<file path="config.mk">
export PLATFORM = sky130hd
export DESIGN_NAME = payload_mode_manager
export DESIGN_NICKNAME = d
export VERILOG_FILES = /design/src/rtl/pmm_pkg.sv /design/src/rtl/pmm_core.sv /design/src/rtl/payload_mode_manager.sv
export SDC_FILE = /design/constraint.sdc
export NUM_CORES = 1
export LEC_CHECK = 0
export BUFFER_PORTS_ARGS = -buffer_cell sky130_fd_sc_hd__buf_2
export CAP_MARGIN = 0
export CORE_MARGIN = 2
export CORE_UTILIZATION = 56
export CTS_CLUSTER_DIAMETER = 150
export DETAILED_ROUTE_END_ITERATION = 8
export GPL_TIMING_DRIVEN = 0
export PLACE_DENSITY = 0.78
export SYNTH_ARGS = -nofsm -noshare
export SYNTH_HDL_FRONTEND = slang
export SYNTH_HIERARCHICAL = 1
export SYNTH_SLANG_ARGS = --single-unit
</file>
<file path="constraint.sdc">
create_clock -name clk -period 11.5 [get_ports clk]
set_input_delay 3.45 -clock clk [delete_from_list [all_inputs] [get_ports clk]]
set_output_delay 3.45 -clock clk [all_outputs]
set_load 0.005 [all_outputs]
</file>
<file path="src/rtl/pmm_pkg.sv">
// Shared types, codes and helpers of the payload mode manager.
`default_nettype none
package pmm_pkg;

	localparam logic EXPERIMENT_PRESENT = 1'b1;

	localparam logic [2:0] ACT_ENTER_REGION = 3'd0;
	localparam logic [2:0] ACT_LEAVE_REGION = 3'd1;
	localparam logic [2:0] ACT_EXP_FINISHED = 3'd2;
	localparam logic [2:0] ACT_MODE_REQUEST = 3'd3;
	localparam logic [2:0] ACT_ACTIVATE     = 3'd4;
	localparam logic [2:0] ACT_DEACTIVATE   = 3'd5;

	localparam logic [2:0] REQ_NORMAL    = 3'd0;
	localparam logic [2:0] REQ_HIBERNATE = 3'd1;
	localparam logic [2:0] REQ_STANDBY   = 3'd2;
	localparam logic [2:0] REQ_WAKE      = 3'd3;

	localparam logic [2:0] PL_COLLECTOR1 = 3'd0;
	localparam logic [2:0] PL_COLLECTOR2 = 3'd1;
	localparam logic [2:0] PL_EXPERIMENT = 3'd2;

	localparam logic [1:0] MODE_NORMAL      = 2'd0;
	localparam logic [1:0] MODE_HIBERNATION = 2'd1;
	localparam logic [1:0] MODE_STANDBY     = 2'd2;

	localparam logic [1:0] COL_NONE   = 2'd0;
	localparam logic [1:0] COL_FIRST  = 2'd1;
	localparam logic [1:0] COL_SECOND = 2'd2;

	localparam logic [1:0] EXP_CMD_NONE   = 2'd0;
	localparam logic [1:0] EXP_CMD_START  = 2'd1;
	localparam logic [1:0] EXP_CMD_CANCEL = 2'd2;

	localparam logic [1:0] RADIO_NONE    = 2'd0;
	localparam logic [1:0] RADIO_ENABLE  = 2'd1;
	localparam logic [1:0] RADIO_DISABLE = 2'd2;

	localparam logic [2:0] PWR_EXPERIMENT = 3'b100;

	localparam logic [0:0] REG_MAIN_COLLECTOR = 1'd0;
	localparam logic [0:0] REG_MANUAL_OVERRIDE = 1'd1;

	localparam logic [27:0] SECONDS_PER_HOUR = 28'd3600;

	typedef struct packed {
		logic [2:0]  action;
		logic [2:0]  argument;
		logic [15:0] hibernation_hours;
		logic        radio_enable_ok;
	} event_t;

	typedef struct packed {
		logic [1:0]  mode;
		logic        mode_changed;
		logic [1:0]  collector_slot;
		logic        collector_active;
		logic        experiment_active;
		logic [2:0]  power_on_mask;
		logic [2:0]  power_off_mask;
		logic [1:0]  experiment_command;
		logic [1:0]  radio_command;
		logic [27:0] duration_seconds;
		logic        error;
	} result_t;

	typedef struct packed {
		logic [1:0] current_mode;
		logic       hibernating;
		logic       in_region;
		logic [1:0] active_collector;
		logic       collector_on;
		logic       experiment_on;
	} state_t;

	typedef struct packed {
		logic [1:0] main_collector_select;
		logic       manual_override;
	} cfg_t;

	function automatic logic [2:0] slot_bit(input logic [1:0] slot);
		logic [2:0] bits;
		bits = 3'b000;
		if (slot == COL_FIRST) begin
			bits = 3'b001;
		end else if (slot == COL_SECOND) begin
			bits = 3'b010;
		end
		return bits;
	endfunction

endpackage
`default_nettype wire

</file>
<file path="src/rtl/pmm_core.sv">
// Event decoder: next state and result for one mission event.
`default_nettype none
module pmm_core (
	input  pmm_pkg::event_t  ev,
	input  pmm_pkg::state_t  st,
	input  pmm_pkg::cfg_t    cfg,
	output pmm_pkg::state_t  nxt,
	output pmm_pkg::result_t res
);
	import pmm_pkg::*;

	logic [1:0]  main_slot;
	logic [1:0]  want;
	logic [1:0]  other;
	logic [2:0]  pon;
	logic [2:0]  poff;
	logic [1:0]  exp_cmd;
	logic [1:0]  radio;
	logic [27:0] dur;
	logic        err;
	logic        changed;

	assign main_slot = (cfg.main_collector_select == COL_FIRST ||
		cfg.main_collector_select == COL_SECOND) ? cfg.main_collector_select : COL_NONE;
	assign want  = (ev.argument == PL_COLLECTOR1) ? COL_FIRST : COL_SECOND;
	assign other = (want == COL_FIRST) ? COL_SECOND : COL_FIRST;

	always_comb begin
		nxt     = st;
		pon     = 3'b000;
		poff    = 3'b000;
		exp_cmd = EXP_CMD_NONE;
		radio   = RADIO_NONE;
		dur     = '0;
		err     = 1'b0;
		changed = 1'b0;
		unique case (ev.action)
			ACT_ENTER_REGION: begin
				nxt.in_region = 1'b1;
				if (!cfg.manual_override && main_slot != COL_NONE &&
					st.active_collector != main_slot) begin
					if (st.collector_on) begin
						poff = poff | slot_bit(st.active_collector);
					end
					nxt.active_collector = main_slot;
					nxt.collector_on = 1'b1;
					pon = pon | slot_bit(main_slot);
					if (!st.hibernating) begin
						nxt.current_mode = MODE_NORMAL;
						changed = 1'b1;
					end
				end
			end
			ACT_LEAVE_REGION: begin
				nxt.in_region = 1'b0;
				if (!cfg.manual_override) begin
					if (st.collector_on && st.active_collector != COL_NONE) begin
						poff = poff | slot_bit(st.active_collector);
						nxt.active_collector = COL_NONE;
						nxt.collector_on = 1'b0;
					end
					if (EXPERIMENT_PRESENT) begin
						if (!st.experiment_on) begin
							nxt.experiment_on = 1'b1;
							pon = pon | PWR_EXPERIMENT;
							exp_cmd = EXP_CMD_START;
							if (!st.hibernating) begin
								nxt.current_mode = MODE_NORMAL;
								changed = 1'b1;
							end
						end
					end else if (!st.hibernating) begin
						nxt.current_mode = MODE_STANDBY;
						changed = 1'b1;
					end
				end
			end
			ACT_EXP_FINISHED: begin
				if (!EXPERIMENT_PRESENT) begin
					err = 1'b1;
				end else if (!cfg.manual_override && st.experiment_on) begin
					nxt.experiment_on = 1'b0;
					poff = poff | PWR_EXPERIMENT;
					if (!st.hibernating) begin
						nxt.current_mode = MODE_STANDBY;
						changed = 1'b1;
					end
				end
			end
			ACT_MODE_REQUEST: begin
				unique case (ev.argument)
					REQ_NORMAL: begin
						if (st.hibernating) begin
							radio = RADIO_ENABLE;
							if (ev.radio_enable_ok) begin
								nxt.hibernating = 1'b0;
							end else begin
								err = 1'b1;
							end
						end
						if (!err && st.active_collector == COL_NONE) begin
							if (main_slot != COL_NONE) begin
								nxt.active_collector = main_slot;
								nxt.collector_on = 1'b1;
								pon = pon | slot_bit(main_slot);
							end else begin
								err = 1'b1;
							end
						end
						if (!err) begin
							nxt.current_mode = MODE_NORMAL;
							changed = 1'b1;
						end
					end
					REQ_HIBERNATE: begin
						nxt.hibernating = 1'b1;
						dur = 28'(ev.hibernation_hours) * SECONDS_PER_HOUR;
						nxt.current_mode = MODE_HIBERNATION;
						changed = 1'b1;
						radio = RADIO_DISABLE;
					end
					REQ_STANDBY: begin
						if (st.active_collector != COL_NONE) begin
							poff = poff | slot_bit(st.active_collector);
							nxt.active_collector = COL_NONE;
							nxt.collector_on = 1'b0;
						end
						if (st.experiment_on) begin
							poff = poff | PWR_EXPERIMENT;
							nxt.experiment_on = 1'b0;
						end
						nxt.current_mode = MODE_STANDBY;
						changed = 1'b1;
					end
					REQ_WAKE: begin
						nxt.hibernating = 1'b0;
						nxt.current_mode = (st.in_region || st.experiment_on) ?
							MODE_NORMAL : MODE_STANDBY;
						changed = 1'b1;
						radio = RADIO_ENABLE;
					end
					default: begin
						err = 1'b1;
					end
				endcase
			end
			ACT_ACTIVATE: begin
				if (ev.argument == PL_COLLECTOR1 || ev.argument == PL_COLLECTOR2) begin
					if (st.active_collector == other) begin
						poff = poff | slot_bit(other);
					end
					nxt.active_collector = want;
					nxt.collector_on = 1'b1;
					pon = pon | slot_bit(want);
					if (!st.hibernating) begin
						nxt.current_mode = MODE_NORMAL;
						changed = 1'b1;
					end
				end else if (ev.argument == PL_EXPERIMENT && EXPERIMENT_PRESENT) begin
					if (!st.experiment_on) begin
						nxt.experiment_on = 1'b1;
						pon = pon | PWR_EXPERIMENT;
						exp_cmd = EXP_CMD_START;
						if (!st.hibernating) begin
							nxt.current_mode = MODE_NORMAL;
							changed = 1'b1;
						end
					end
				end else begin
					err = 1'b1;
				end
			end
			ACT_DEACTIVATE: begin
				if (ev.argument == PL_COLLECTOR1 || ev.argument == PL_COLLECTOR2) begin
					if (st.active_collector == want) begin
						nxt.active_collector = COL_NONE;
						nxt.collector_on = 1'b0;
						poff = poff | slot_bit(want);
						if (st.current_mode == MODE_NORMAL && !st.experiment_on) begin
							nxt.current_mode = MODE_STANDBY;
							changed = 1'b1;
						end
					end
				end else if (ev.argument == PL_EXPERIMENT && EXPERIMENT_PRESENT) begin
					if (st.experiment_on) begin
						nxt.experiment_on = 1'b0;
						exp_cmd = EXP_CMD_CANCEL;
						poff = poff | PWR_EXPERIMENT;
						if (st.current_mode == MODE_NORMAL &&
							st.active_collector == COL_NONE) begin
							nxt.current_mode = MODE_STANDBY;
							changed = 1'b1;
						end
					end
				end else begin
					err = 1'b1;
				end
			end
			default: begin
				err = 1'b1;
			end
		endcase
	end

	always_comb begin
		res.mode               = nxt.current_mode;
		res.mode_changed       = changed;
		res.collector_slot     = nxt.active_collector;
		res.collector_active   = nxt.collector_on;
		res.experiment_active  = nxt.experiment_on;
		res.power_on_mask      = pon;
		res.power_off_mask     = poff;
		res.experiment_command = exp_cmd;
		res.radio_command      = radio;
		res.duration_seconds   = dur;
		res.error              = err;
	end

endmodule
`default_nettype wire

</file>
<file path="src/rtl/payload_mode_manager.sv">
// Top level of the payload mode manager: input stage, state, result stage and configuration.
`default_nettype none
// Each accepted event beat gives exactly one result beat. A beat is held in an input
// register, decoded against the mode state, and written to an output register, so a
// new event can be taken every cycle unless the output stalls; the result is offered
// from the output register, and a stalled output holds both stages. The two configuration
// registers are written through cfg_write_en, cfg_index and cfg_data and should only be
// changed while no event is in flight.
module payload_mode_manager (
	input  wire                clk,
	input  wire                arst_n,
	input  wire                in_valid,
	output logic               in_ready,
	input  pmm_pkg::event_t    in_data,
	output logic               out_valid,
	input  wire                out_ready,
	output pmm_pkg::result_t   out_data,
	input  wire                cfg_write_en,
	input  wire [0:0]          cfg_index,
	input  wire [1:0]          cfg_data
);
	import pmm_pkg::*;

	logic    valid_s1;
	event_t  event_s1;
	logic    valid_s2;
	result_t result_s2;
	state_t  state_q;
	cfg_t    cfg_q;
	state_t  state_nxt;
	result_t result_nxt;
	logic    advance;

	assign advance  = valid_s1 && (!valid_s2 || out_ready);
	assign in_ready = !valid_s1 || advance;

	pmm_core u_core (
		.ev  (event_s1),
		.st  (state_q),
		.cfg (cfg_q),
		.nxt (state_nxt),
		.res (result_nxt)
	);

	always_ff @(posedge clk or negedge arst_n) begin
		if (!arst_n) begin
			valid_s1 <= 1'b0;
			valid_s2 <= 1'b0;
			state_q.current_mode     <= MODE_STANDBY;
			state_q.hibernating      <= 1'b0;
			state_q.in_region        <= 1'b0;
			state_q.active_collector <= COL_NONE;
			state_q.collector_on     <= 1'b0;
			state_q.experiment_on    <= 1'b0;
			cfg_q.main_collector_select <= COL_FIRST;
			cfg_q.manual_override       <= 1'b0;
		end else begin
			if (in_ready) begin
				valid_s1 <= in_valid;
			end
			if (advance) begin
				valid_s2 <= 1'b1;
				state_q  <= state_nxt;
			end else if (out_ready) begin
				valid_s2 <= 1'b0;
			end
			if (cfg_write_en) begin
				unique case (cfg_index)
					REG_MAIN_COLLECTOR: begin
						cfg_q.main_collector_select <= cfg_data;
					end
					REG_MANUAL_OVERRIDE: begin
						cfg_q.manual_override <= cfg_data[0];
					end
					default: begin
					end
				endcase
			end
		end
	end

	always_ff @(posedge clk) begin
		if (in_ready && in_valid) begin
			event_s1 <= in_data;
		end
		if (advance) begin
			result_s2 <= result_nxt;
		end
	end

	assign out_valid = valid_s2;
	assign out_data  = result_s2;

`ifndef NO_ASSERTIONS
	a_advance_fills_output: assert property (@(posedge clk) disable iff (!arst_n)
		advance |=> valid_s2)
		else $error("Decoded beat did not reach the output register.");

	a_collector_flag: assert property (@(posedge clk) disable iff (!arst_n)
		state_q.collector_on == (state_q.active_collector != COL_NONE))
		else $error("Collector flag disagrees with the active slot.");

	a_duration_only_hibernate: assert property (@(posedge clk) disable iff (!arst_n)
		valid_s2 && result_s2.duration_seconds != '0 |->
			result_s2.mode == MODE_HIBERNATION && result_s2.mode_changed)
		else $error("Hibernation duration given outside a hibernate request.");

	a_input_held: assert property (@(posedge clk) disable iff (!arst_n)
		valid_s1 && !advance |=> valid_s1 && $stable(event_s1))
		else $error("Stalled input beat was lost or changed.");
`endif

endmodule
`default_nettype wire
</file>
Word-level counts from Yosys, hierarchy flattened
Cells that the tools add are included.
Widths: inputs -> output; s select.

word-level totals
  register bits after elaboration = 82
  latch bits = 0
  memory bits (writable) = 0
  ROM bits = 0
  input port bits = 31
  output and inout port bits = 48
  logic and storage cells = 197
  memories kept = 0

operators by class
  add/sub/neg operators = 0
  multiply operators = 1
  div/mod/pow operators = 0
  magnitude comparators = 0
  eq/ne operators = 21
  shifts and indexed selects = 0
  muxes and demuxes = 112
  bitwise gates (word level) = 1
  reduce and logical (&&, ||, !) cells = 36

operator list
  kind                   number
  $mux 3                 34
  $mux 2                 28
  $mux 1                 34
  $mul 16x8->24 const B  1
  $pmux 3 s6             1
  $pmux 3 s5             1
  $eq 3x2->1 const B     4
  $pmux 2 s3             2
  $pmux 2 s6             1
  $pmux 3 s4             1
  $eq 2x1->1 const B     5
  $eq 2x2->1 const B     5
  $logic_and 1x1->1      9
  $pmux 2 s4             1
  $reduce_and 2->1       4
  $reduce_bool 2->1      4
  $eq 3x1->1 const B     2
  $eq 3x3->1 const B     2
  $logic_not 3->1        2
  $pmux 1 s2             3
  $pmux 1 s3             2
  $pmux 1 s6             1
  $pmux 3 s2             1
  $reduce_or 3->1        2
  other kinds (11)       21

Longest topological paths before layout
  depth in word-level cells = 12
  depth in mapped cells = 13

Hierarchy
The synthesis kept the hierarchy.

by module, submodules not included
  module                times used  cells each  area an instance (um^2)
  pmm_core              1           408         3115.5
  payload_mode_manager  1           102         2620.0

Least setup slack after synthesis
Ideal clock, no wire load.

  path kind = input to output
  start = in out_ready
  end = out in_ready
  arrival = 3624 ps
  data required time = 8050 ps
  setup slack = 4426 ps
  stages = 1
  buffers on the path = 0
  cell sequence = nand3b_1

between the ends
  longest elaborated chain between the ends = 3

RTL lines
  element            RTL line                    source
  start, declared    payload_mode_manager.sv:16  input wire out_ready,
  $logic_or 1x1->1   payload_mode_manager.sv:34  assign advance = valid_s1 && (!valid_s2 || out_ready);
  $logic_and 1x1->1  payload_mode_manager.sv:34
  $logic_or 1x1->1   payload_mode_manager.sv:35  assign in_ready = !valid_s1 || advance;
  end, declared      payload_mode_manager.sv:13  output logic in_ready,

Every way passes these cells.

Final worst setup path
Ends and elaborated chain as after synthesis.

==> results.md <==
- The number of sinks handled by clock tree synthesis is 82.
- The number of post-CTS setup repair buffers is 0.
- Summed over all layers, the routed wires come to 11,910 um.
- The detailed router placed 4,133 vias in this run.
- Overall power consumption after layout is estimated at between 1000 and 1500 uW.
- Adding up every negative setup slack in the final design gives 0 ns.
- The via count of the first global-routing pass is 4,199.
- Summing the areas of all xor and xnor instances in the mapped netlist gives 2.443% of the synthesized area.
- The kind of critical path is in -> out.
- The initial antenna violation count is 0.
- The aggregate global routing overflow is 0.
- The floorplan step defined a die boundary enclosing 0.01107 mm2.
- The power share of the combinational group is 44.7%.
- After layout, the worst setup slack is 4.169 ns.
- Along the worst hold path, the cell count comes to 1.
- The net count reported at finish is 726.
- The number of antenna diodes in the final layout is 0.
- The final number of max-transition violations was 0.
- The average instance in the mapped netlist occupies 11.25 um2.
- The final hold slack is 0.5217 ns.
- In the final routed layout, each cell accounts on average for 16.07 um.
- Setup violations remaining at the end of the flow were counted as 0.
- Once the clock tree was built, the resizer swapped 0 gates to a different size.
- On the final layout, the worst clock skew is 0.01424 ns.
- For the pin with the worst max-slew slack, the measured transition is ~1.1 ns.
- By area, the combinational part of the netlist is dominated by adder cells.
- During I/O placement, the number of pins put on the boundary was a little under 80.
- The hold violation total from the final report was 0.
- The synthesized netlist cell count is 510.
- In the global route stage, overall resource usage came out at 23.17%.
- Setup repair after global routing left no endpoint under its margin.
- The critical path launch point type is an input port.
- The launching point of the worst reg2reg path is event_s1[2].
- The post-synthesis simple-gate area fraction is a little under an eighth.
- The fraction of the cycle the final worst path needs is 63.75%.
- For this block, the initial DRC count from the detailed router was 168.
- Sequential cells were found to cover around two fifths of the synthesized design area.
- CTS placed an instance of sky130_fd_sc_hd__clkbuf_8 at the clock tree root.
- The arithmetic-cell share of the synthesized area counting full adders, half adders and majority gates is between 20% and 30%.
- The TritonCTS clock tree is built.
- In this run, the clock network consumes 21.4% of the power.
- The startpoint identified for the worst hold timing path is state_q[3].
- After synthesis the netlist holds a flip-flop and latch count of between 80 and 90.
- The portion of synthesized area spent on multiplexers is 2.858%.
- The setup check on the worst reg-to-reg path leaves a slack of 7.30 ns.
- The count of flip-flops with a built-in enable after synthesis is 69.
- In the layout the commonest cells are sky130_fd_sc_hd__buf_2, sky130_fd_sc_hd__edfxtp_1, sky130_fd_sc_hd__ha_1.
- Compared with the post-synthesis result, the final layout area differs by 14.44%.
- From left edge to right edge, the die measures around 110 um.
- The post-route netlist has 23.19% of its cells at a drive strength greater than 1.
- CTS built an H-tree with a depth of 3.
- The filler cell count is 765.
- The signal arrival time at the worst endpoint is 3.88 ns.
- For this run, design rule violations remaining after detail routing come to 0.
- The leakage power total is 0.002988 uW.
- Headroom to the max-slew limit came out at 26.36%.
- The total core area is 0.009864 mm2.
- The library cell used most frequently in the layout, excluding fill and tap cells, is sky130_fd_sc_hd__buf_2.
- At the end of routability-driven placement, the weighted congestion stood at 0.9467.
- The total internal power is 724.1 uW.
- Entering global routing, the biggest net connects 26 pins.
- The worst register-to-register path ends at out_data[26].
- For the worst-skew pair, the clock arrives at the later sink with an insertion delay of 0.38 ns.
- The share of synthesized registers carrying an async set or reset is 15.85%.
- After detailed routing, the number of vias per cell comes to 5.578.
- Summing every instance area after synthesis gives 0.005736 mm2.
- The post-synthesis compound-gate area fraction is 12.72%.
- The type of the worst min-delay path is reg -> reg.
- The maximum buffer depth of the clock tree is 2.
- The clock period could shrink to ~7.3 ns.
- The maximum clock rate is 0.1364 GHz.
- For the worst setup path, the data required time is between 8 and 9 ns.
- The worst setup path is captured at an output pin.
- The vertical die dimension is roughly 110 um.
- The post-placement setup slack is 4.171 ns.
- The clock transition at the registers of the reported paths is 0.07 ns.
- The net switching power of the design is roughly 400 uW.
- In this run the power density over the cells is 171.4 mW/mm2.
- Buffers inserted to repair hold after CTS numbered 0.
- In this run, distinct cell masters in the synthesized netlist total 69.
- The quantity of I/O buffers inserted on ports is 78.
- Once detail routing completed, the nets flagged for antenna violations numbered 0.
- Net switching is 35.65% of the power.
- The number of maximum-capacitance violations is 0.
- Once the floorplan was initialized, standard cells occupied 58.14% of the core.
- The predominant post-synthesis flop cell is sky130_fd_sc_hd__edfxtp_1.
- Summed over all nets, the half-perimeter wirelength after detailed placement is 9241 um.
- Sequential cells burn 33.9% of the power.
- Before antenna repair, the detailed router went through 5 iterations.
- The first global-routing pass estimated 19,890 um of wire.
- The site row count is 36.
- The depth of the most critical reg-to-reg path is 13.
- The worst hold path terminates at state_q[3].
- The number of clock buffers added by TritonCTS is 9.
- The Yosys step of the flow raised 6 warnings.
- Of all nets on the critical path, the largest fanout is 3.
- The maximum vdd ir drop is ~0.11 mV.
- The flow ran to the end, and the final reports show no timing, DRC or antenna violations.
## state kept, by name (all words and copies together) (netlist names)
name / cells
out_data: 46
event_s1: 23
state_q: 8
cfg_q: 3
out_valid: 1
valid_s1: 1
## worst max-delay path: stages
cell and delay (ns):
sky130_fd_sc_hd__buf_2 0.10, sky130_fd_sc_hd__nand3b_1 0.18, sky130_fd_sc_hd__buf_2 0.15
## synth_stat cells (all sizes together) (2+ instances only)
library cell	number	area (um2)
xnor2	11	96.34
a31oi	7	43.79
and2	7	43.79
dfstp	2	52.55
ha	68	850.8
nor2b	4	27.53
nor3	12	60.06
a2bb2oi	2	17.52
nand3	10	50.05
mux2	11	153.9
o21a	5	37.54
buf	22	140.1
xor2	5	43.79
a21oi	29	148.9
a211oi	6	55.05
clkbuf	5	18.77
o221ai	2	17.52
o41ai	3	33.79
nand3b	4	30.03
nor4	3	18.77
fa	24	480.5
nand2	27	108.9
inv	41	153.9
or3	2	12.51
o22ai	2	12.51
o21ai	26	130.1
edfxtp	69	2072
nand4	2	18.77
dfrtp	11	275.3
o211ai	3	22.52
nand2b	7	51.30
a21o	12	90.09
nor2	43	166.4
## cell type report
| class | instances | area [um2] | share of cell area [%] |
|---|---|---|---|
| Buffer | 27 | 158.9 | 2.421 |
| Clock buffer | 14 | 172.7 | 2.631 |
| Clock inverter | 2 | 60.06 | 0.9150 |
| Inverter | 42 | 157.7 | 2.402 |
| Multi-Input combinational cell | 362 | 3030 | 46.17 |
| Sequential cell | 82 | 2400 | 36.56 |
| Tap cell | 133 | 166.4 | 2.535 |
| Timing Repair Buffer | 79 | 417.9 | 6.367 |
## routing by layer
layer	global-route usage, %	vias to the layer above	wire (um)
met1	25.46	1965	4636
met4	10.95	0	337
met5	0	-	0
met3	5.365	32	526
li1	-	2005	-
met2	41.89	131	6406
## cells by family (layout without fill, tap and decap cells)
| family | Yosys count | in the layout |
|---|---|---|
| DFF | 82 | 82 |
| AOI/OAI and AO/OA | 110 | 110 |
| and+or+nand+nor | 128 | 128 |
| adders and majority gates | 92 | 92 |
| xor gates and xnor gates | 16 | 16 |
| other | 1 | 4 |
| muxes | 12 | 12 |
| buffers and inverters | 69 | 164 |
## how the worst max path moves through the flow
stage	startpoint	endpoint	slack, ns	cells after the start
global placement	out_ready	in_ready	4.19	3
detailed placement	out_ready	in_ready	4.17	3
floorplan	out_ready	in_ready	4.43	1
finish	out_ready	in_ready	4.17	3
global route	out_ready	in_ready	4.14	3
CTS	out_ready	in_ready	4.17	3
## power groups by stage
stage / logic [uW] / registers (uW) / clock network [uW]
global route: 568 / 386 / 256
CTS: 500 / 382 / 246
floorplan: 390 / 384 / 0
detailed placement: 495 / 388 / 0
finish: 503 / 382 / 240
global placement: 485 / 388 / 0
## through the flow
stage	utilization, %	cell area, um2	std cells
floorplan	-	5747	513
global placement	63.90	6304	724
detailed placement	64.18	6331	725
CTS	66.54	6564	741
global route	66.54	6564	741
finish	66.54	6564	741
No activity file was read; power rests on OpenSTA's default activity.
